<file path="config.mk">
export PLATFORM = sky130hd
export DESIGN_NAME = ac_ir_frame_encoder_flat
export DESIGN_NICKNAME = d
export VERILOG_FILES = /design/src/rtl/acir_pkg.sv /design/src/rtl/acir_cmd_if.sv /design/src/rtl/acir_pulse_if.sv /design/src/rtl/ac_ir_frame_encoder.sv /design/src/flat_wrapper.sv
export SDC_FILE = /design/constraint.sdc
export NUM_CORES = 1
export LEC_CHECK = 0
export CAP_MARGIN = 25
export CORE_MARGIN = 1.5
export CORE_UTILIZATION = 70
export CTS_CLUSTER_SIZE = 40
export DETAILED_ROUTE_END_ITERATION = 10
export DONT_BUFFER_PORTS = 1
export PLACE_DENSITY_LB_ADDON = 0.12
export REMOVE_ABC_BUFFERS = 1
export SETUP_SLACK_MARGIN = 0.2
export SLEW_MARGIN = 20
export SYNTH_ARGS = -nofsm -noshare
export SYNTH_HDL_FRONTEND = slang
export SYNTH_SLANG_ARGS = --single-unit
</file>
<file path="constraint.sdc">
create_clock -name clk -period 11.39 [get_ports clk]
set_clock_uncertainty 0.05 [all_clocks]
set_input_delay 0.5695 -clock clk [delete_from_list [all_inputs] [get_ports clk]]
set_output_delay 0.5695 -clock clk [all_outputs]
set_load 0.01 [all_outputs]
</file>
<file path="src/rtl/acir_pkg.sv">
package acir_pkg;

    // Fixed field widths
    localparam int FRAME_W     = 28;
    localparam int DUR_OUT_W   = 16;
    localparam int TENTHS_W    = 10;
    localparam int DEG_W       = 5;
    localparam int APB_DATA_W  = 32;
    localparam int APB_ADDR_W  = 5;

    // Frame fields
    localparam logic [FRAME_W-1:0] SIGNATURE       = 28'h8800000;
    localparam logic [FRAME_W-1:0] CMD_MODE_CHANGE = 28'h0008000;
    localparam logic [FRAME_W-1:0] CMD_OFF         = 28'h00C0000;
    localparam logic [FRAME_W-1:0] CMD_SWING       = 28'h0010000;
    localparam logic [FRAME_W-1:0] CMD_HEAT_COOL   = 28'h000B000;
    localparam logic [FRAME_W-1:0] CMD_DRY         = 28'h0009000;
    localparam logic [FRAME_W-1:0] CMD_HEAT        = 28'h0004000;
    localparam logic [FRAME_W-1:0] CMD_FAN_ONLY    = 28'h0002000;

    localparam logic [7:0] FAN_NIB_AUTO = 8'h50;
    localparam logic [7:0] FAN_NIB_MED  = 8'h20;
    localparam logic [7:0] FAN_NIB_HIGH = 8'h40;

    // Mode codes
    localparam logic [2:0] MODE_OFF       = 3'd0;
    localparam logic [2:0] MODE_COOL      = 3'd1;
    localparam logic [2:0] MODE_HEAT      = 3'd2;
    localparam logic [2:0] MODE_HEAT_COOL = 3'd3;
    localparam logic [2:0] MODE_DRY       = 3'd4;
    localparam logic [2:0] MODE_FAN_ONLY  = 3'd5;

    // Fan codes
    localparam logic [1:0] FAN_SPD_AUTO = 2'd0;
    localparam logic [1:0] FAN_LOW      = 2'd1;
    localparam logic [1:0] FAN_MED      = 2'd2;
    localparam logic [1:0] FAN_HIGH     = 2'd3;

    // Register indexes
    localparam logic [2:0] REG_HEADER_MARK  = 3'd0;
    localparam logic [2:0] REG_HEADER_SPACE = 3'd1;
    localparam logic [2:0] REG_BIT_MARK     = 3'd2;
    localparam logic [2:0] REG_ONE_SPACE    = 3'd3;
    localparam logic [2:0] REG_ZERO_SPACE   = 3'd4;
    localparam logic [2:0] REG_TEMP_MIN     = 3'd5;
    localparam logic [2:0] REG_TEMP_MAX     = 3'd6;

    // Register reset values
    localparam logic [DUR_OUT_W-1:0] HDR_MARK_RST   = 16'd8000;
    localparam logic [DUR_OUT_W-1:0] HDR_SPACE_RST  = 16'd4000;
    localparam logic [DUR_OUT_W-1:0] BIT_MARK_RST   = 16'd600;
    localparam logic [DUR_OUT_W-1:0] ONE_SPACE_RST  = 16'd1600;
    localparam logic [DUR_OUT_W-1:0] ZERO_SPACE_RST = 16'd550;
    localparam logic [DEG_W-1:0]     TEMP_MIN_RST   = 5'd18;
    localparam logic [DEG_W-1:0]     TEMP_MAX_RST   = 5'd30;

    // Temperature nibble
    localparam logic [DEG_W-1:0] DEG_MIN      = 5'd15;
    localparam logic [DEG_W-1:0] DEG_MAX      = 5'd30;
    localparam logic [3:0]       FAN_ONLY_NIB = 4'd3;   // 18 degrees
    localparam logic [7:0]       RECIP_10     = 8'd205; // x/10 == (x*205)>>11 for x < 1029
    localparam int               RECIP_SHIFT  = 11;

    // Captured command, clamp already applied
    typedef struct packed {
        logic       swing;
        logic [2:0] mode;
        logic [1:0] fan;
        logic [8:0] tenths_rnd;   // clamped tenths + 5
    } cmd_t;

endpackage

</file>
<file path="src/rtl/acir_cmd_if.sv">
interface acir_cmd_if
    import acir_pkg::*;
();
    logic                valid;
    logic                ready;
    logic                swing_toggle;
    logic [2:0]          mode_code;
    logic [1:0]          fan_code;
    logic [TENTHS_W-1:0] target_tenths;

    modport source (
        output valid, swing_toggle, mode_code, fan_code, target_tenths,
        input  ready
    );

    modport sink (
        input  valid, swing_toggle, mode_code, fan_code, target_tenths,
        output ready
    );
endinterface

</file>
<file path="src/rtl/acir_pulse_if.sv">
interface acir_pulse_if
    import acir_pkg::*;
();
    logic                 valid;
    logic                 ready;
    logic [DUR_OUT_W-1:0] mark_duration;
    logic [DUR_OUT_W-1:0] space_duration;
    logic                 is_last;
    logic [FRAME_W-1:0]   frame_word;

    modport source (
        output valid, mark_duration, space_duration, is_last, frame_word,
        input  ready
    );

    modport sink (
        input  valid, mark_duration, space_duration, is_last, frame_word,
        output ready
    );
endinterface

</file>
<file path="src/rtl/ac_ir_frame_encoder.sv">
// Air-conditioner IR frame encoder, 28-bit pulse-distance format.
// cmd   : one item per command (swing, mode, fan, target in tenths of a degree).
// pulse : FRAME_BITS+2 items per command: header mark/space, one mark/space per
//         data bit (MSB first), then the trailer mark with is_last set and a
//         zero space. frame_word carries the finished frame on every item.
// APB   : seven timing/temperature registers at byte address 4*index, pready tied
//         high. The user must write only while idle; the block does not check.
// Timing: cmd.ready is high only while idle. After acceptance the build state
//         builds the frame, the sum state adds up the checksum a nibble at a
//         time, then the emit state shifts out one pulse per cycle from the
//         bit-serial shift register while the receiver does not stall.
// Stall : the output register holds the pulse until taken; the shift register
//         waits with it. The next command can be taken while the trailer waits.
// Reset : registers return to their defaults, the stored previous mode to off,
//         and the output is empty.
module ac_ir_frame_encoder
    import acir_pkg::*;
#(
    parameter int FRAME_BITS     = 28,
    parameter int DURATION_WIDTH = 16
)(
    input  logic                  clk,
    input  logic                  rst_n,
    acir_cmd_if.sink              cmd,
    acir_pulse_if.source          pulse,
    input  logic                  psel,
    input  logic                  penable,
    input  logic                  pwrite,
    input  logic [APB_ADDR_W-1:0] paddr,
    input  logic [APB_DATA_W-1:0] pwdata,
    output logic [APB_DATA_W-1:0] prdata,
    output logic                  pready
);

    // Durations keep only the bits both the parameter and the port allow
    localparam int DUR_KEEP    = (DURATION_WIDTH < DUR_OUT_W) ? DURATION_WIDTH : DUR_OUT_W;
    localparam int CNT_W       = $clog2(FRAME_BITS + 2);
    localparam logic [CNT_W-1:0] LAST_PULSE = CNT_W'(FRAME_BITS + 1);
    localparam int SUM_NIBBLES = (FRAME_W - 4) / 4;
    localparam int SUM_CNT_W   = $clog2(SUM_NIBBLES);
    localparam int NIB_SH_W    = FRAME_W - 4;

    typedef enum logic [1:0] {ST_IDLE, ST_BUILD, ST_SUM, ST_EMIT} state_t;

    // ---------------------------------------------------------------
    // Configuration registers
    // ---------------------------------------------------------------
    logic [DUR_KEEP-1:0] hdr_mark_reg, hdr_space_reg, bit_mark_reg;
    logic [DUR_KEEP-1:0] one_space_reg, zero_space_reg;
    logic [DEG_W-1:0]    temp_min_reg, temp_max_reg;
    logic [2:0]          reg_idx;
    logic                cfg_wr;

    assign pready  = 1'b1;
    assign reg_idx = paddr[APB_ADDR_W-1:2];
    assign cfg_wr  = psel & penable & pwrite;

    always_ff @(posedge clk or negedge rst_n)
    begin
        if (!rst_n)
        begin
            hdr_mark_reg   <= DUR_KEEP'(HDR_MARK_RST);
            hdr_space_reg  <= DUR_KEEP'(HDR_SPACE_RST);
            bit_mark_reg   <= DUR_KEEP'(BIT_MARK_RST);
            one_space_reg  <= DUR_KEEP'(ONE_SPACE_RST);
            zero_space_reg <= DUR_KEEP'(ZERO_SPACE_RST);
            temp_min_reg   <= TEMP_MIN_RST;
            temp_max_reg   <= TEMP_MAX_RST;
        end
        else if (cfg_wr)
        begin
            unique case (reg_idx)
                REG_HEADER_MARK:  hdr_mark_reg   <= pwdata[DUR_KEEP-1:0];
                REG_HEADER_SPACE: hdr_space_reg  <= pwdata[DUR_KEEP-1:0];
                REG_BIT_MARK:     bit_mark_reg   <= pwdata[DUR_KEEP-1:0];
                REG_ONE_SPACE:    one_space_reg  <= pwdata[DUR_KEEP-1:0];
                REG_ZERO_SPACE:   zero_space_reg <= pwdata[DUR_KEEP-1:0];
                REG_TEMP_MIN:     temp_min_reg   <= pwdata[DEG_W-1:0];
                REG_TEMP_MAX:     temp_max_reg   <= pwdata[DEG_W-1:0];
                default:          ;
            endcase
        end
    end

    always_comb
    begin
        unique case (reg_idx)
            REG_HEADER_MARK:  prdata = APB_DATA_W'(hdr_mark_reg);
            REG_HEADER_SPACE: prdata = APB_DATA_W'(hdr_space_reg);
            REG_BIT_MARK:     prdata = APB_DATA_W'(bit_mark_reg);
            REG_ONE_SPACE:    prdata = APB_DATA_W'(one_space_reg);
            REG_ZERO_SPACE:   prdata = APB_DATA_W'(zero_space_reg);
            REG_TEMP_MIN:     prdata = APB_DATA_W'(temp_min_reg);
            REG_TEMP_MAX:     prdata = APB_DATA_W'(temp_max_reg);
            default:          prdata = '0;
        endcase
    end

    // ---------------------------------------------------------------
    // Command capture: unused modes fold to off, target clamped
    // (lower bound first, so the upper bound wins when they cross)
    // ---------------------------------------------------------------
    logic [8:0]          lo_tenths, hi_tenths;
    logic [TENTHS_W-1:0] t_lo;
    logic [8:0]          t_clamp;
    cmd_t                cmd_next;

    always_comb
    begin
        lo_tenths = (9'(temp_min_reg) << 3) + (9'(temp_min_reg) << 1);
        hi_tenths = (9'(temp_max_reg) << 3) + (9'(temp_max_reg) << 1);
        t_lo = (cmd.target_tenths < TENTHS_W'(lo_tenths)) ? TENTHS_W'(lo_tenths)
                                                          : cmd.target_tenths;
        t_clamp = (t_lo > TENTHS_W'(hi_tenths)) ? hi_tenths : t_lo[8:0];

        cmd_next.swing      = cmd.swing_toggle;
        cmd_next.mode       = (cmd.mode_code > MODE_FAN_ONLY) ? MODE_OFF : cmd.mode_code;
        cmd_next.fan        = cmd.fan_code;
        cmd_next.tenths_rnd = t_clamp + 9'd5;
    end

    // ---------------------------------------------------------------
    // Frame build (checksum nibble left at zero)
    // ---------------------------------------------------------------
    state_t               state_reg;
    cmd_t                 cmd_reg;
    logic [2:0]           prev_mode_reg;
    logic [FRAME_W-1:0]   frame_reg;
    logic [FRAME_W-1:0]   frame_next;
    logic [15:0]          deg_prod;
    logic [DEG_W-1:0]     deg_raw, deg_sat;
    logic [3:0]           temp_nib;

    always_comb
    begin
        deg_prod = 16'(cmd_reg.tenths_rnd) * 16'(RECIP_10);
        deg_raw  = deg_prod[RECIP_SHIFT +: DEG_W];
        if (deg_raw < DEG_MIN)
            deg_sat = DEG_MIN;
        else if (deg_raw > DEG_MAX)
            deg_sat = DEG_MAX;
        else
            deg_sat = deg_raw;
        temp_nib = 4'(deg_sat - DEG_MIN);

        frame_next = SIGNATURE;
        if (cmd_reg.swing)
        begin
            frame_next = frame_next | CMD_SWING;
        end
        else
        begin
            unique case (cmd_reg.mode)
                MODE_COOL:      ;
                MODE_HEAT:      frame_next = frame_next | CMD_HEAT;
                MODE_HEAT_COOL: frame_next = frame_next | CMD_HEAT_COOL;
                MODE_DRY:       frame_next = frame_next | CMD_DRY;
                MODE_FAN_ONLY:  frame_next = frame_next | CMD_FAN_ONLY;
                default:        frame_next = frame_next | CMD_OFF;
            endcase

            // mode change unless switching on from off or switching off
            if (cmd_reg.mode != MODE_OFF && prev_mode_reg != MODE_OFF)
                frame_next = frame_next | CMD_MODE_CHANGE;

            case (cmd_reg.mode) inside
                MODE_OFF:
                    frame_next = frame_next | FRAME_W'(FAN_NIB_AUTO);
                MODE_HEAT_COOL:
                    ;
                default:
                begin
                    case (cmd_reg.fan)
                        FAN_HIGH: frame_next = frame_next | FRAME_W'(FAN_NIB_HIGH);
                        FAN_MED:  frame_next = frame_next | FRAME_W'(FAN_NIB_MED);
                        FAN_LOW:  ;
                        default:  frame_next = frame_next | FRAME_W'(FAN_NIB_AUTO);
                    endcase
                end
            endcase

            case (cmd_reg.mode) inside
                MODE_COOL, MODE_HEAT, MODE_DRY:
                    frame_next = frame_next | FRAME_W'({temp_nib, 8'h00});
                MODE_FAN_ONLY:
                    frame_next = frame_next | FRAME_W'({FAN_ONLY_NIB, 8'h00});
                default:
                    ;
            endcase
        end
    end

    // ---------------------------------------------------------------
    // Checksum, a nibble per cycle, and bit-serial emission
    // ---------------------------------------------------------------
    logic [NIB_SH_W-1:0]  nib_sh_reg;
    logic [SUM_CNT_W-1:0] sum_cnt_reg;
    logic [3:0]           sum_reg;
    logic [3:0]           sum_next;
    logic [FRAME_W-1:0]   frame_done;
    logic [FRAME_BITS-1:0] bit_sh_reg;
    logic [CNT_W-1:0]     pulse_cnt_reg;

    logic                 out_valid_reg;
    logic [DUR_OUT_W-1:0] out_mark_reg, out_space_reg;
    logic                 out_last_reg;
    logic [FRAME_W-1:0]   out_frame_reg;
    logic                 out_load;

    assign sum_next   = sum_reg + nib_sh_reg[3:0];
    assign frame_done = {frame_reg[FRAME_W-1:4], sum_next};
    assign out_load   = !out_valid_reg || pulse.ready;

    always_ff @(posedge clk or negedge rst_n)
    begin
        if (!rst_n)
        begin
            state_reg     <= ST_IDLE;
            cmd_reg       <= '0;
            prev_mode_reg <= MODE_OFF;
            frame_reg     <= '0;
            nib_sh_reg    <= '0;
            sum_cnt_reg   <= '0;
            sum_reg       <= '0;
            bit_sh_reg    <= '0;
            pulse_cnt_reg <= '0;
            out_valid_reg <= 1'b0;
            out_mark_reg  <= '0;
            out_space_reg <= '0;
            out_last_reg  <= 1'b0;
            out_frame_reg <= '0;
        end
        else
        begin
            // output register refills while emitting, else empties once taken
            if (out_load)
                out_valid_reg <= (state_reg == ST_EMIT);

            unique case (state_reg)
                ST_IDLE:
                begin
                    if (cmd.valid)
                    begin
                        cmd_reg   <= cmd_next;
                        state_reg <= ST_BUILD;
                    end
                end

                ST_BUILD:
                begin
                    frame_reg   <= frame_next;
                    nib_sh_reg  <= frame_next[FRAME_W-1:4];
                    sum_reg     <= '0;
                    sum_cnt_reg <= SUM_CNT_W'(SUM_NIBBLES - 1);
                    if (!cmd_reg.swing)
                        prev_mode_reg <= cmd_reg.mode;
                    state_reg   <= ST_SUM;
                end

                ST_SUM:
                begin
                    sum_reg     <= sum_next;
                    nib_sh_reg  <= nib_sh_reg >> 4;
                    sum_cnt_reg <= sum_cnt_reg - SUM_CNT_W'(1);
                    if (sum_cnt_reg == '0)
                    begin
                        frame_reg     <= frame_done;
                        bit_sh_reg    <= FRAME_BITS'(frame_done);
                        pulse_cnt_reg <= '0;
                        state_reg     <= ST_EMIT;
                    end
                end

                ST_EMIT:
                begin
                    if (out_load)
                    begin
                        out_frame_reg <= frame_reg;
                        pulse_cnt_reg <= pulse_cnt_reg + CNT_W'(1);
                        if (pulse_cnt_reg == '0)
                        begin
                            // header
                            out_mark_reg  <= DUR_OUT_W'(hdr_mark_reg);
                            out_space_reg <= DUR_OUT_W'(hdr_space_reg);
                            out_last_reg  <= 1'b0;
                        end
                        else if (pulse_cnt_reg == LAST_PULSE)
                        begin
                            // trailer mark
                            out_mark_reg  <= DUR_OUT_W'(bit_mark_reg);
                            out_space_reg <= '0;
                            out_last_reg  <= 1'b1;
                            state_reg     <= ST_IDLE;
                        end
                        else
                        begin
                            out_mark_reg  <= DUR_OUT_W'(bit_mark_reg);
                            out_space_reg <= bit_sh_reg[FRAME_BITS-1]
                                             ? DUR_OUT_W'(one_space_reg)
                                             : DUR_OUT_W'(zero_space_reg);
                            out_last_reg  <= 1'b0;
                            bit_sh_reg    <= bit_sh_reg << 1;
                        end
                    end
                end

                default:
                    state_reg <= ST_IDLE;
            endcase
        end
    end

    assign cmd.ready            = (state_reg == ST_IDLE);
    assign pulse.valid          = out_valid_reg;
    assign pulse.mark_duration  = out_mark_reg;
    assign pulse.space_duration = out_space_reg;
    assign pulse.is_last        = out_last_reg;
    assign pulse.frame_word     = out_frame_reg;

endmodule

</file>
<file path="src/flat_wrapper.sv">
// flat-port wrapper written by rule: the top's interface ports become plain ports
module ac_ir_frame_encoder_flat import acir_pkg::*;
#(
    parameter int FRAME_BITS     = 28,
    parameter int DURATION_WIDTH = 16
)
  (clk, rst_n, psel, penable, pwrite, paddr, pwdata, prdata, pready, cmd_valid, cmd_swing_toggle, cmd_mode_code, cmd_fan_code, cmd_target_tenths, cmd_ready, pulse_valid, pulse_mark_duration, pulse_space_duration, pulse_is_last, pulse_frame_word, pulse_ready);
  acir_cmd_if cmd_i ();
  acir_pulse_if pulse_i ();
  input  logic clk;
  input  logic rst_n;
  input  logic psel;
  input  logic penable;
  input  logic pwrite;
  input  logic [APB_ADDR_W-1:0] paddr;
  input  logic [APB_DATA_W-1:0] pwdata;
  output logic [APB_DATA_W-1:0] prdata;
  output logic pready;
  input wire logic [$bits(cmd_i.valid)-1:0] cmd_valid;
  input wire logic [$bits(cmd_i.swing_toggle)-1:0] cmd_swing_toggle;
  input wire logic [$bits(cmd_i.mode_code)-1:0] cmd_mode_code;
  input wire logic [$bits(cmd_i.fan_code)-1:0] cmd_fan_code;
  input wire logic [$bits(cmd_i.target_tenths)-1:0] cmd_target_tenths;
  output wire logic [$bits(cmd_i.ready)-1:0] cmd_ready;
  output wire logic [$bits(pulse_i.valid)-1:0] pulse_valid;
  output wire logic [$bits(pulse_i.mark_duration)-1:0] pulse_mark_duration;
  output wire logic [$bits(pulse_i.space_duration)-1:0] pulse_space_duration;
  output wire logic [$bits(pulse_i.is_last)-1:0] pulse_is_last;
  output wire logic [$bits(pulse_i.frame_word)-1:0] pulse_frame_word;
  input wire logic [$bits(pulse_i.ready)-1:0] pulse_ready;
  assign cmd_i.valid = cmd_valid;
  assign cmd_i.swing_toggle = cmd_swing_toggle;
  assign cmd_i.mode_code = cmd_mode_code;
  assign cmd_i.fan_code = cmd_fan_code;
  assign cmd_i.target_tenths = cmd_target_tenths;
  assign cmd_ready = cmd_i.ready;
  assign pulse_valid = pulse_i.valid;
  assign pulse_mark_duration = pulse_i.mark_duration;
  assign pulse_space_duration = pulse_i.space_duration;
  assign pulse_is_last = pulse_i.is_last;
  assign pulse_frame_word = pulse_i.frame_word;
  assign pulse_i.ready = pulse_ready;
  ac_ir_frame_encoder #(.FRAME_BITS(FRAME_BITS), .DURATION_WIDTH(DURATION_WIDTH)) u_core (.clk(clk), .rst_n(rst_n), .cmd(cmd_i), .pulse(pulse_i), .psel(psel), .penable(penable), .pwrite(pwrite), .paddr(paddr), .pwdata(pwdata), .prdata(prdata), .pready(pready));
endmodule
</file>
Yosys cells after proc, flatten, opt, wreduce, memory -nomap -nowiden
Cells that the tools add are included.
Widths: inputs -> output; s select.
{"block": "op_classes", "add_sub_neg": 7, "multipliers": 1, "order_cmp": 5, "eq_ne": 24, "mux": 40, "bitwise_logic": 5, "n_reduce_logical": 28}
{"cell": "$mux 28", "n": 7}
{"cell": "$pmux 16 s7", "n": 1}
{"cell": "$pmux 28 s2", "n": 2}
{"cell": "$pmux 20 s5", "n": 1}
{"cell": "$mux 16", "n": 5}
{"cell": "$pmux 24 s2", "n": 1}
{"cell": "$or 28x12->28", "n": 1}
{"cell": "$reduce_and 2->1", "n": 12}
{"cell": "$pmux 7 s3", "n": 1}
{"cell": "$mux 10", "n": 2}
{"cell": "$add 8x6->9", "n": 2}
{"cell": "$mul 9x8->16 const B", "n": 1}
{"cell": "$eq 3x3->1 const B", "n": 5}
{"cell": "$mux 7", "n": 2}
{"cell": "$eq 3x2->1 const B", "n": 4}
{"cell": "$mux 4", "n": 3}
{"cell": "$gt 10x9->1", "n": 1}
{"cell": "$lt 10x9->1", "n": 1}
{"cell": "$mux 2", "n": 5}
{"cell": "$mux 5", "n": 2}
{"cell": "$pmux 5 s2", "n": 1}
{"cell": "$reduce_and 5->1", "n": 2}
{"cell": "$add 9x3->9 const B", "n": 1}
{"cell": "$logic_not 3->1", "n": 3}
{"cell": "30 further kinds", "n": 44}
{"block": "word_totals", "register_bits": 264, "input_bits": 60, "word_cells": 135}

Longest topological paths before layout
Gate-level depths: netlist of run 1.
{"block": "depth", "ltp_word": 11, "mapped_depth": 28}

Worst setup path before layout of run 1
No wires, ideal clock.
{"block": "synth_path", "path_kind": "register -> register", "from": "register u_core.temp_min_reg[0]", "to": "register u_core.cmd_reg[8] (netlist name)", "setup_ns": 0.141, "arrival_ns": 5.136, "required_time_ns": 11.199, "path_slack_ns": 6.063, "path_stages_with_launch": 27, "n_path_buf": 3, "synth_period_minus_slack_ns": 5.327, "path_cell_list": "dfrtp_1 > ha_1 > fa_1 > a21o_1 > nand2_1 > xnor2_1 > inv_1 > ha_1 > a211oi_1 > nand2_1 > a21oi_4 > buf_2 > mux2_2 > ha_1 > o211ai_1 > a21oi_1 > a211oi_1 > o21ai_2 > and2_1 > buf_4 > buf_2 > nor3_1 > ha_1 > nor2_1 > a21o_1 > o311ai_1 > o311ai_1"}
{"block": "synth_via", "elab_chain_len": 6}
{"element": "from (decl)", "line": "ac_ir_frame_encoder.sv:50", "rtl": "logic [DEG_W-1:0] temp_min_reg, temp_max_reg;"}
{"element": "from (signal assigned)", "line": "ac_ir_frame_encoder.sv:78", "rtl": "REG_TEMP_MIN: temp_min_reg <= pwdata[DEG_W-1:0];"}
{"element": "$add 8x6->9 (*)", "line": "ac_ir_frame_encoder.sv:110", "rtl": "lo_tenths = (9'(temp_min_reg) << 3) + (9'(temp_min_reg) << 1);"}
{"element": "$lt 10x9->1", "line": "ac_ir_frame_encoder.sv:112", "rtl": "t_lo = (cmd.target_tenths < TENTHS_W'(lo_tenths)) ? TENTHS_W'(lo_tenths)"}
{"element": "$mux 10 (*)", "line": "ac_ir_frame_encoder.sv:112"}
{"element": "$gt 10x9->1", "line": "ac_ir_frame_encoder.sv:114", "rtl": "t_clamp = (t_lo > TENTHS_W'(hi_tenths)) ? hi_tenths : t_lo[8:0];"}
{"element": "$mux 9 (*)", "line": "ac_ir_frame_encoder.sv:114"}
{"element": "$add 9x3->9 (*)", "line": "ac_ir_frame_encoder.sv:119", "rtl": "cmd_next.tenths_rnd = t_clamp + 9'd5;"}
{"element": "to (signal assigned)", "line": "ac_ir_frame_encoder.sv:244", "rtl": "cmd_reg <= cmd_next;"}
{"element": "to (decl)", "line": "ac_ir_frame_encoder.sv:126", "rtl": "cmd_t cmd_reg;"}
Every way passes the cells marked *; elsewhere a longest branch is shown, timed or not.
A chain may end at the register's enable or synchronous reset.

Final worst setup path of run 1
Ends and elaborated chain as after synthesis.

==> impl_summary.md, run 1 <==
Final layout
The relative area change from synthesis to final layout is 6.339%. The non-filler instance count after layout is 1538. The post-route netlist has between 10% and 20% of its cells at a drive strength greater than 1. The register with the most flip-flops in the layout has 28 of them. After the last flow step, the layout net total stands at 1415.

Drt
The number of remaining DRC errors is 0. The detailed-routing iteration count for the pre-antenna-repair pass is 4. The routed layout has 9246 vias. The remaining antenna violation count after routing is 0. The average wire per cell in the routed design is roughly 18 um. After detailed routing, the number of vias per cell comes to 6.012. Summed over all layers, the routed wires come to approximately 28000 um. The DRC violation total after the first TritonRoute iteration is 544.

Clock tree
CTS built an H-tree with a depth of 1. The post-cts repair resize count is 0. Counting the buffers created by CTS gives 25. The clock latency at the later pin of the worst-skew pair is 0.52 ns.

The tree built by TritonCTS fans out to 237 sinks. The longest clock path from root to sink contains 3 buffers. Clock tree synthesis selected as its root buffer the cell clkbuf_16. The clock tree from TritonCTS is yes. The number of setup buffers added after CTS is 0.

The clock-pin slew of the registers on the worst-case setup and hold paths is approximately 0.060 ns.

STA
The final period utilization is 52.82%. For the pin with the worst max-slew slack, the measured transition is roughly 1.0 ns. The final-report setup violation count is 0.

The setup total negative slack is 0 ns. Across all setup checks in the final design, the least slack found is around 5.4 ns. The highest achievable clock rate is 166.2 MHz.

Headroom to the max-slew limit came out at approximately 32%. The number of pins exceeding their max-slew limit in the final report is 0. Setup repair after global routing left no endpoint under its margin.

The number of failing hold endpoints at the final stage is 0. The final critical-path required period is 6.016 ns.

Job
The total of max-cap violations is 0.

Logic synthesis
Counting flops with an async set or reset pin after synthesis yields a share of 100.0%. After technology mapping, the gate count stands at 1292. The share of the yosys chip area belonging to registers is between 40% and 50%. The top cell type by total area after synthesis is dfrtp_1. The post-synth design cell area is 13600 sq um. After synthesis, the most frequently instantiated cells are 208 x dfrtp_1, 140 x mux2_2, 140 x nand2_1, 104 x o21ai_0, 96 x inv_1. Ranked by total cell area, the synthesized netlist is headed by dfrtp_1 38%, mux2_2 12%, ha_1 7.4%. The area share of the largest cell type after synthesis is 38.27%. The count of yosys warnings during synthesis is 0. In the synthesized netlist the dominant register cell turns out to be dfrtp_1. The number of flops mapped to enable cells by yosys is 0. The mean instance size in the synthesized netlist is between 10 and 15 sq um. The number of distinct library cells after synthesis is just under 70.

The count of state elements after synthesis is 237. By instance count, the leading cell after synthesis is dfrtp_1.

Setup path
The most repeated library cell on the critical path is ha_1. On the critical path, the stage with the largest delay is an instance of and2_1. The largest fanout on the critical path is 17. The number of cells on the critical path is 23. Broken down by cell family, the worst path's largest delay share belongs to compound AO/OA/AOI/OAI gates. The kind of end point of the critical path is a register.

The type of the worst setup path is register to register. On the worst path, the slowest cell contributes a delay of a little under 0.6 ns. The critical path goes through ha_1, fa_1, a21o_1, nand2_1, xnor2_1, inv_1, ha_1, a211oi_1, nand2_1, a21oi_4, mux2i_1, inv_1, ha_1, o21a_1, o21ai_0, o21ai_2, and2_1, mux2i_1, ha_1, nor2_1, a21o_1, o311ai_1, o311ai_1.

The path depth of the worst reg2reg path is 23. STA classifies the critical path startpoint as a register. The worst endpoint required time is 11.72 ns. Counting both buffers and inverters, the worst setup path holds a total of 2. The endpoint arrival time on the critical path is 6.34 ns.

Hold path
The path type of the worst min-delay path is primary input to register. The cell depth of the worst hold path is 2.

Die
The die outline area is 20270 sq um. The floorplan has 50 rows. The die outline height is between 100 and 150 um.

During I/O placement, the number of pins put on the boundary was 156. The floorplan core area is roughly 19000 sq um. The floorplan die width is ~140 um. The effective utilization at floorplan is 71.98%.

Pwr
The design internal power is 0.002522 W. For this design the static power due to leakage is between 6 and 7 nW. In this run switching power makes up 42.44% of total power.

The clock network burns approximately 18% of the power. The proportion of power drawn by flip-flops and latches is 31.8%. The power spent charging and discharging nets is approximately 0.0019 W. Per report_power, the combinational group accounts for about half of the total.

IR analysis of the VDD net gives a maximum drop of 204.7 uV. The ratio of total power to cell area is 302.9 nW/um^2.

Run status
The run finished with clean final reports.

Global route
The number of global-route vias before repair was 9305. For this run, the total global-route usage over all layers was measured as 28.68%. After global routing the overflow that remains totals 0.

The first global-routing pass estimated 46410 um of wire. The initial antenna violation count was 1. Entering global routing, the biggest net connects 238 pins.

Place
Prior to clock tree synthesis, the placed netlist has a worst setup slack of 5.452 ns. Detailed placement finished with a half-perimeter wire length of 18760 um. Counting tap cells, the placed design contains a total of 1488 instances. During placement, the flow inserted port buffers numbering 0. At the end of routability-driven placement, the weighted congestion stood at 0.9080.
cells in the final DEF (no fill, tap or decap), types with 6 or more instances in the layout:
cell       count
dfrtp_1      208
mux2_2       140
nand2_1      139
o21ai_0      104
inv_1         96
ha_1          79
a21oi_1       50
nor2_1        49
mux2i_1       44
nand3_1       32
dfstp_2       29
conb_1        25
clkbuf_16     25
xnor2_1       21
a22oi_1       17
fa_1          17
nand2b_1      14
mux4_2        14
o21ai_1       12
clkbuf_1      11
a21o_1         9
nor2b_1        9
nand4_1        9
nor3_1         8
buf_4          8
xor2_1         7
a211oi_1       7
and3_1         6
kinds of logic after synthesis:
kind of cell    share of synthesized area, %
buf+inv                                6.229
simple gates                           10.13
xor+xnor                               1.803
fa+ha+maj                              9.863
compound gates                         10.70
other cells                          0.05522
mux                                    17.34
flops                                  43.88
routing by layer:
metal  GRT usage, %  routed length, um  part of all wire (%)
met1          38.12              12380                    44
met3          5.653               1487                   5.2
met5              0                  0                     0
met4          7.054                452                   1.6
met2          48.81              14050                    50
path summary, 6_finish.rpt:
check / startpoint / endpoint / slack, ns
hold / removal: pwdata[1] / u_core.temp_max_reg[1]$_DFFE_PN1P_ / 0.11
hold reg to reg: u_core.bit_sh_reg[22]$_DFFE_PN0P_ / u_core.bit_sh_reg[22]$_DFFE_PN0P_ / 0.43
min in group asynchronous: rst_n / u_core.pulse.mark_duration[1]$_DFFE_PN0P_ / 0.58
max in group asynchronous: rst_n / u_core.pulse.frame_word[11]$_DFFE_PN0P_ / 9.62
setup / recovery: u_core.temp_min_reg[0]$_DFFE_PN0P_ / u_core.cmd_reg[8]$_DFFE_PN0P_ / 5.37
setup reg to reg: u_core.temp_min_reg[0]$_DFFE_PN0P_ / u_core.cmd_reg[8]$_DFFE_PN0P_ / 5.37
layout make-up:
type,instances,area [sq um]
Timing Repair Buffer,11,125.1
Sequential cell,237,5967
Antenna cell,1,2.502
Clock buffer,39,708.2
Inverter,97,364.1
Clock inverter,7,67.56
Tap cell,260,325.3
Fill cell,1274,4432
Multi-Input combinational cell,886,6902
metrics by stage:
step	utilization (%)	power [W]	instance area [sq um]	hold WS, ns
after detailed placement	72.08	0.003585	13620	0.2328
after CTS	76.33	0.004399	14420	0.09613
after floorplan	-	0.003073	13200	0.2239
after global routing	76.53	0.004772	14460	0.1190
final	76.54	0.004381	14460	0.1138
after global placement	72.08	0.003505	13620	0.2331
repair_timing:
action                                 in CTS  in global routing
hold buffers                                1                  1
endpoints found under the hold margin     237                 64
setup endpoints to repair                   0                  0
power groups by stage:
stage / Combinational (W) / Clock, W / Sequential [W]
finish: 0.00222 / 0.000773 / 0.00139
global route: 0.00252 / 0.000819 / 0.00143
CTS: 0.00223 / 0.000783 / 0.00139
floorplan: 0.00175 / 0 / 0.00132
detailed placement: 0.00219 / 0 / 0.00140
global placement: 0.00212 / 0 / 0.00139
Power figures use the tool's default switching activity.
==> inputs of run 2 (changes only) <==
--- a/config.mk
+++ b/config.mk
@@ -7,7 +7,7 @@
 export LEC_CHECK = 0
 export CAP_MARGIN = 25
 export CORE_MARGIN = 1.5
-export CORE_UTILIZATION = 70
+export CORE_UTILIZATION = 58
 export CTS_CLUSTER_SIZE = 40
 export DETAILED_ROUTE_END_ITERATION = 10
 export DONT_BUFFER_PORTS = 1
==> constraint.sdc (replaced) <==
create_clock -name clk -period 5.1 [get_ports clk]
set_clock_uncertainty 0.05 [all_clocks]
set_input_delay 0.255 -clock clk [delete_from_list [all_inputs] [get_ports clk]]
set_output_delay 0.255 -clock clk [all_outputs]
set_load 0.01 [all_outputs]
==> impl_summary.md, run 2 (synthesis gave the netlist of run 1 again) <==
Pwr
The worst-case vdd ir drop is about 550 uV. The ratio of total power to cell area is 719.7 nW/um^2. The cell leakage power is 7.028 nW.

STA
The worst path uses 96.31% of the clock period. The number of pins exceeding their max-slew limit in the final report is 0. The worst relative slew slack is 29.63%. Setup violations remaining at the end of the flow were counted as 0. At the pin with the least slew margin, the transition time is approximately 1.1 ns. The worst hold margin is -0.6116 ns. Setup repair after global routing could not meet its margin everywhere. For this run, the top clock speed supported by timing is 203.6 MHz. After layout, the minimum clock period comes to 4.912 ns.

Across all setup checks in the final design, the least slack found is about 0.19 ns. The number of failing hold endpoints at the final stage was 237.

Drt
The number of vias per cell is 5.711. The remaining antenna violation count after routing is 0. Summed over all layers, the routed wires come to ~30000 um. Dividing the detail-routed wire length by the instance count gives 18.37 um. The DRC violation total after the first TritonRoute iteration is 591.

The detailed-routing iteration count for the pre-antenna-repair pass is 5. The number of remaining DRC errors is 0. The total vias in the final route is ~9500.

Final layout
Fill cells in the final layout number 1782. The sequential cell area is 5969 sq um. The antenna diode count is 0. The finished layout holds 1659 standard cells, fillers aside. The number of flip-flops in the largest register is 28. Summing all non-filler instances in the final layout gives an area of approximately 15000 sq um. For this run, the post-layout net count is 1482. The library cell used most frequently in the layout, excluding fill and tap cells, is dfrtp_1. The multi-input combinational cells in the finished layout cover a total of between 7000 and 8000 sq um. From synthesis to final layout, the design area changed by 13.64%.

The post-route netlist has approximately a quarter of its cells at a drive strength greater than 1. Leaving out fill and tap cells, the most frequent cells in the layout are 206 x dfrtp_1, 140 x mux2_2, 138 x nand2_1. At the end of the flow the core is filled with cells to 67.64%.

Place
The wire-length estimate of the detail-placed layout is about 20000 um. The final weighted congestion in routability-driven placement is 0.9137. The cell area after placement is 13840 sq um.

The pre-CTS setup slack is -0.1175 ns. After detailed placement, the design holds a cell count of 1562. Input and output buffers added on the ports amount to 0.

Setup path
The type of origin of the critical path is a register. The type of the worst setup path is register to register. The path depth of the worst reg2reg path is 19.

The startpoint of the worst-slack reg-to-reg timing path is u_core.cmd_reg[2]$_DFFE_PN0P_. Along the worst path, the maximum fanout reaches 4. The setup slack of the most critical reg-to-reg path is 0.19 ns. The endpoint arrival time on the critical path is between 5 and 6 ns. STA classifies the critical path endpoint as a register.

The worst endpoint required time is 5.46 ns. The worst register-to-register path ends at u_core.frame_reg[9]$_DFFE_PN0P_.

Clock tree
Clock tree synthesis found a total of 237 sinks. The later pin in the worst-skew pair is clocked with a latency of approximately 0.54 ns. TritonCTS built the clock tree. The master cell of the clock root buffer is clkbuf_16. The number of H-tree levels is 1. The maximum buffer depth of the clock tree is 3.

After clock tree synthesis, the clock-pin slew on the worst setup and hold paths is 0.06 ns. Clock tree synthesis inserted a total of 27 buffers. Hold repair after CTS inserted 25 buffers.

Die
The initialized floorplan defines 55 standard-cell rows. The floorplan step defined a core boundary enclosing 22850 sq um. The die is between 150 and 200 um wide.

For this design the top-level I/O count stands at 156. The floorplan step defined a die boundary enclosing 24380 sq um. The floorplan step set the die height to ~160 um. The effective utilization at floorplan is 59.52%.

Global route
Entering global routing, the biggest net connects 238 pins. For met3 alone, demand over resource in global routing was 5.250%. The number of global-route vias before repair is 9582. The global routing met2 resource utilization is 42.81%.

The total congestion overflow is 0. The overall track demand over capacity in global routing is between 20% and 30%. The global-route wire length before repair is 50030 um.

For this run, global-route usage on met1 was measured as 33.63%. met2 is the most crowded layer. The initial antenna violation count is 0.

Run status
The run finished, with violations left. The checks that failed: hold timing.

Job
The total of max-cap violations is 0.

Hold path
The min-delay analysis places its worst path in the category primary input to asynchronous set/reset pin.
-- run 2: cell types whose count changed in the layout (fill, tap and decap cells not counted), moves of 3 or more --
cell,previous run,this run
a211oi_1,7,4
a21oi_1,50,46
a21oi_2,0,4
buf_4,8,50
dlygate4sd3_1,1,25
ha_1,79,64
ha_2,1,5
ha_4,0,11
o21ai_0,104,100
o21ai_2,2,6
-- run 2: layer usage --
layer	wire [um]	vias to the layer above
li1	-	4513
met1	13400	4672
met2	14540	225
met3	1665	64
met4	870	0
met5	0	-
-- run 2: worst max path at each step --
stage	start	end	slack, ns	depth (start not counted)
6_report	u_core.cmd_reg[2]$_DFFE_PN0P_	u_core.frame_reg[9]$_DFFE_PN0P_	0.19	19
5_1_grt	u_core.temp_min_reg[2]$_DFFE_PN0P_	u_core.cmd_reg[8]$_DFFE_PN0P_	0.02	24
4_1_cts	u_core.temp_min_reg[0]$_DFFE_PN0P_	u_core.cmd_reg[8]$_DFFE_PN0P_	0.20	24
3_5_place_dp	u_core.temp_min_reg[0]$_DFFE_PN0P_	u_core.cmd_reg[8]$_DFFE_PN0P_	-0.12	24
3_3_place_gp	u_core.temp_min_reg[0]$_DFFE_PN0P_	u_core.cmd_reg[8]$_DFFE_PN0P_	0.04	24
2_1_floorplan	u_core.temp_min_reg[0]$_DFFE_PN0P_	u_core.cmd_reg[8]$_DFFE_PN0P_	-0.08	23
-- run 2: stage by stage --
stage | hold WS [ns] | power (W) | TNS (ns)
floorplan | -0.09059 | 0.006864 | -0.1354
global placement | -0.07733 | 0.008006 | 0
detailed placement | -0.08066 | 0.008178 | -0.3040
CTS | -0.6376 | 0.01068 | 0
global route | -0.6416 | 0.01204 | 0
finish | -0.6116 | 0.01112 | 0
-- run 2: area by class of cell --
cell class / instances / share of cell area (%)
multi-input combinational: 886 / 46.53
sequential: 237 / 38.63
tap: 313 / 2.534
timing repair buffer: 76 / 4.121
inverter: 97 / 2.356
clock inverter: 9 / 0.8582
clock buffer: 41 / 4.971
-- run 2: power breakdown --
group	internal (W)	switching (W)	leakage [nW]	total, W
Combinational	0.00278	0.00328	3.61	0.00606
Sequential	0.00251	0.000595	2.99	0.00311
Clock	0.00119	0.000762	0.432	0.00195
-- run 2: critical path: stages, from the launching register on --
cell and delay, ns:
dfrtp_2 0.46, ha_4 0.30, fa_1 0.44, fa_1 0.54, inv_2 0.04, fa_1 0.55
inv_2 0.05, ha_4 0.23, a211oi_4 0.26, nand2_1 0.12, or3_4 0.40, a31oi_4 0.16
xor2_1 0.17, nand3_1 0.15, ha_4 0.27, o21ai_2 0.06, a21oi_2 0.08, a21oi_2 0.13
nor2_2 0.05, mux2_2 0.26
-- run 2: timing repair --
item / CTS / global route
setup endpoints to repair: 6 / 6
buffers inserted: 10 / 12
gates resized for setup: 27 / 28
hold endpoints to repair: 333 / 237
pin swaps: 20 / 28
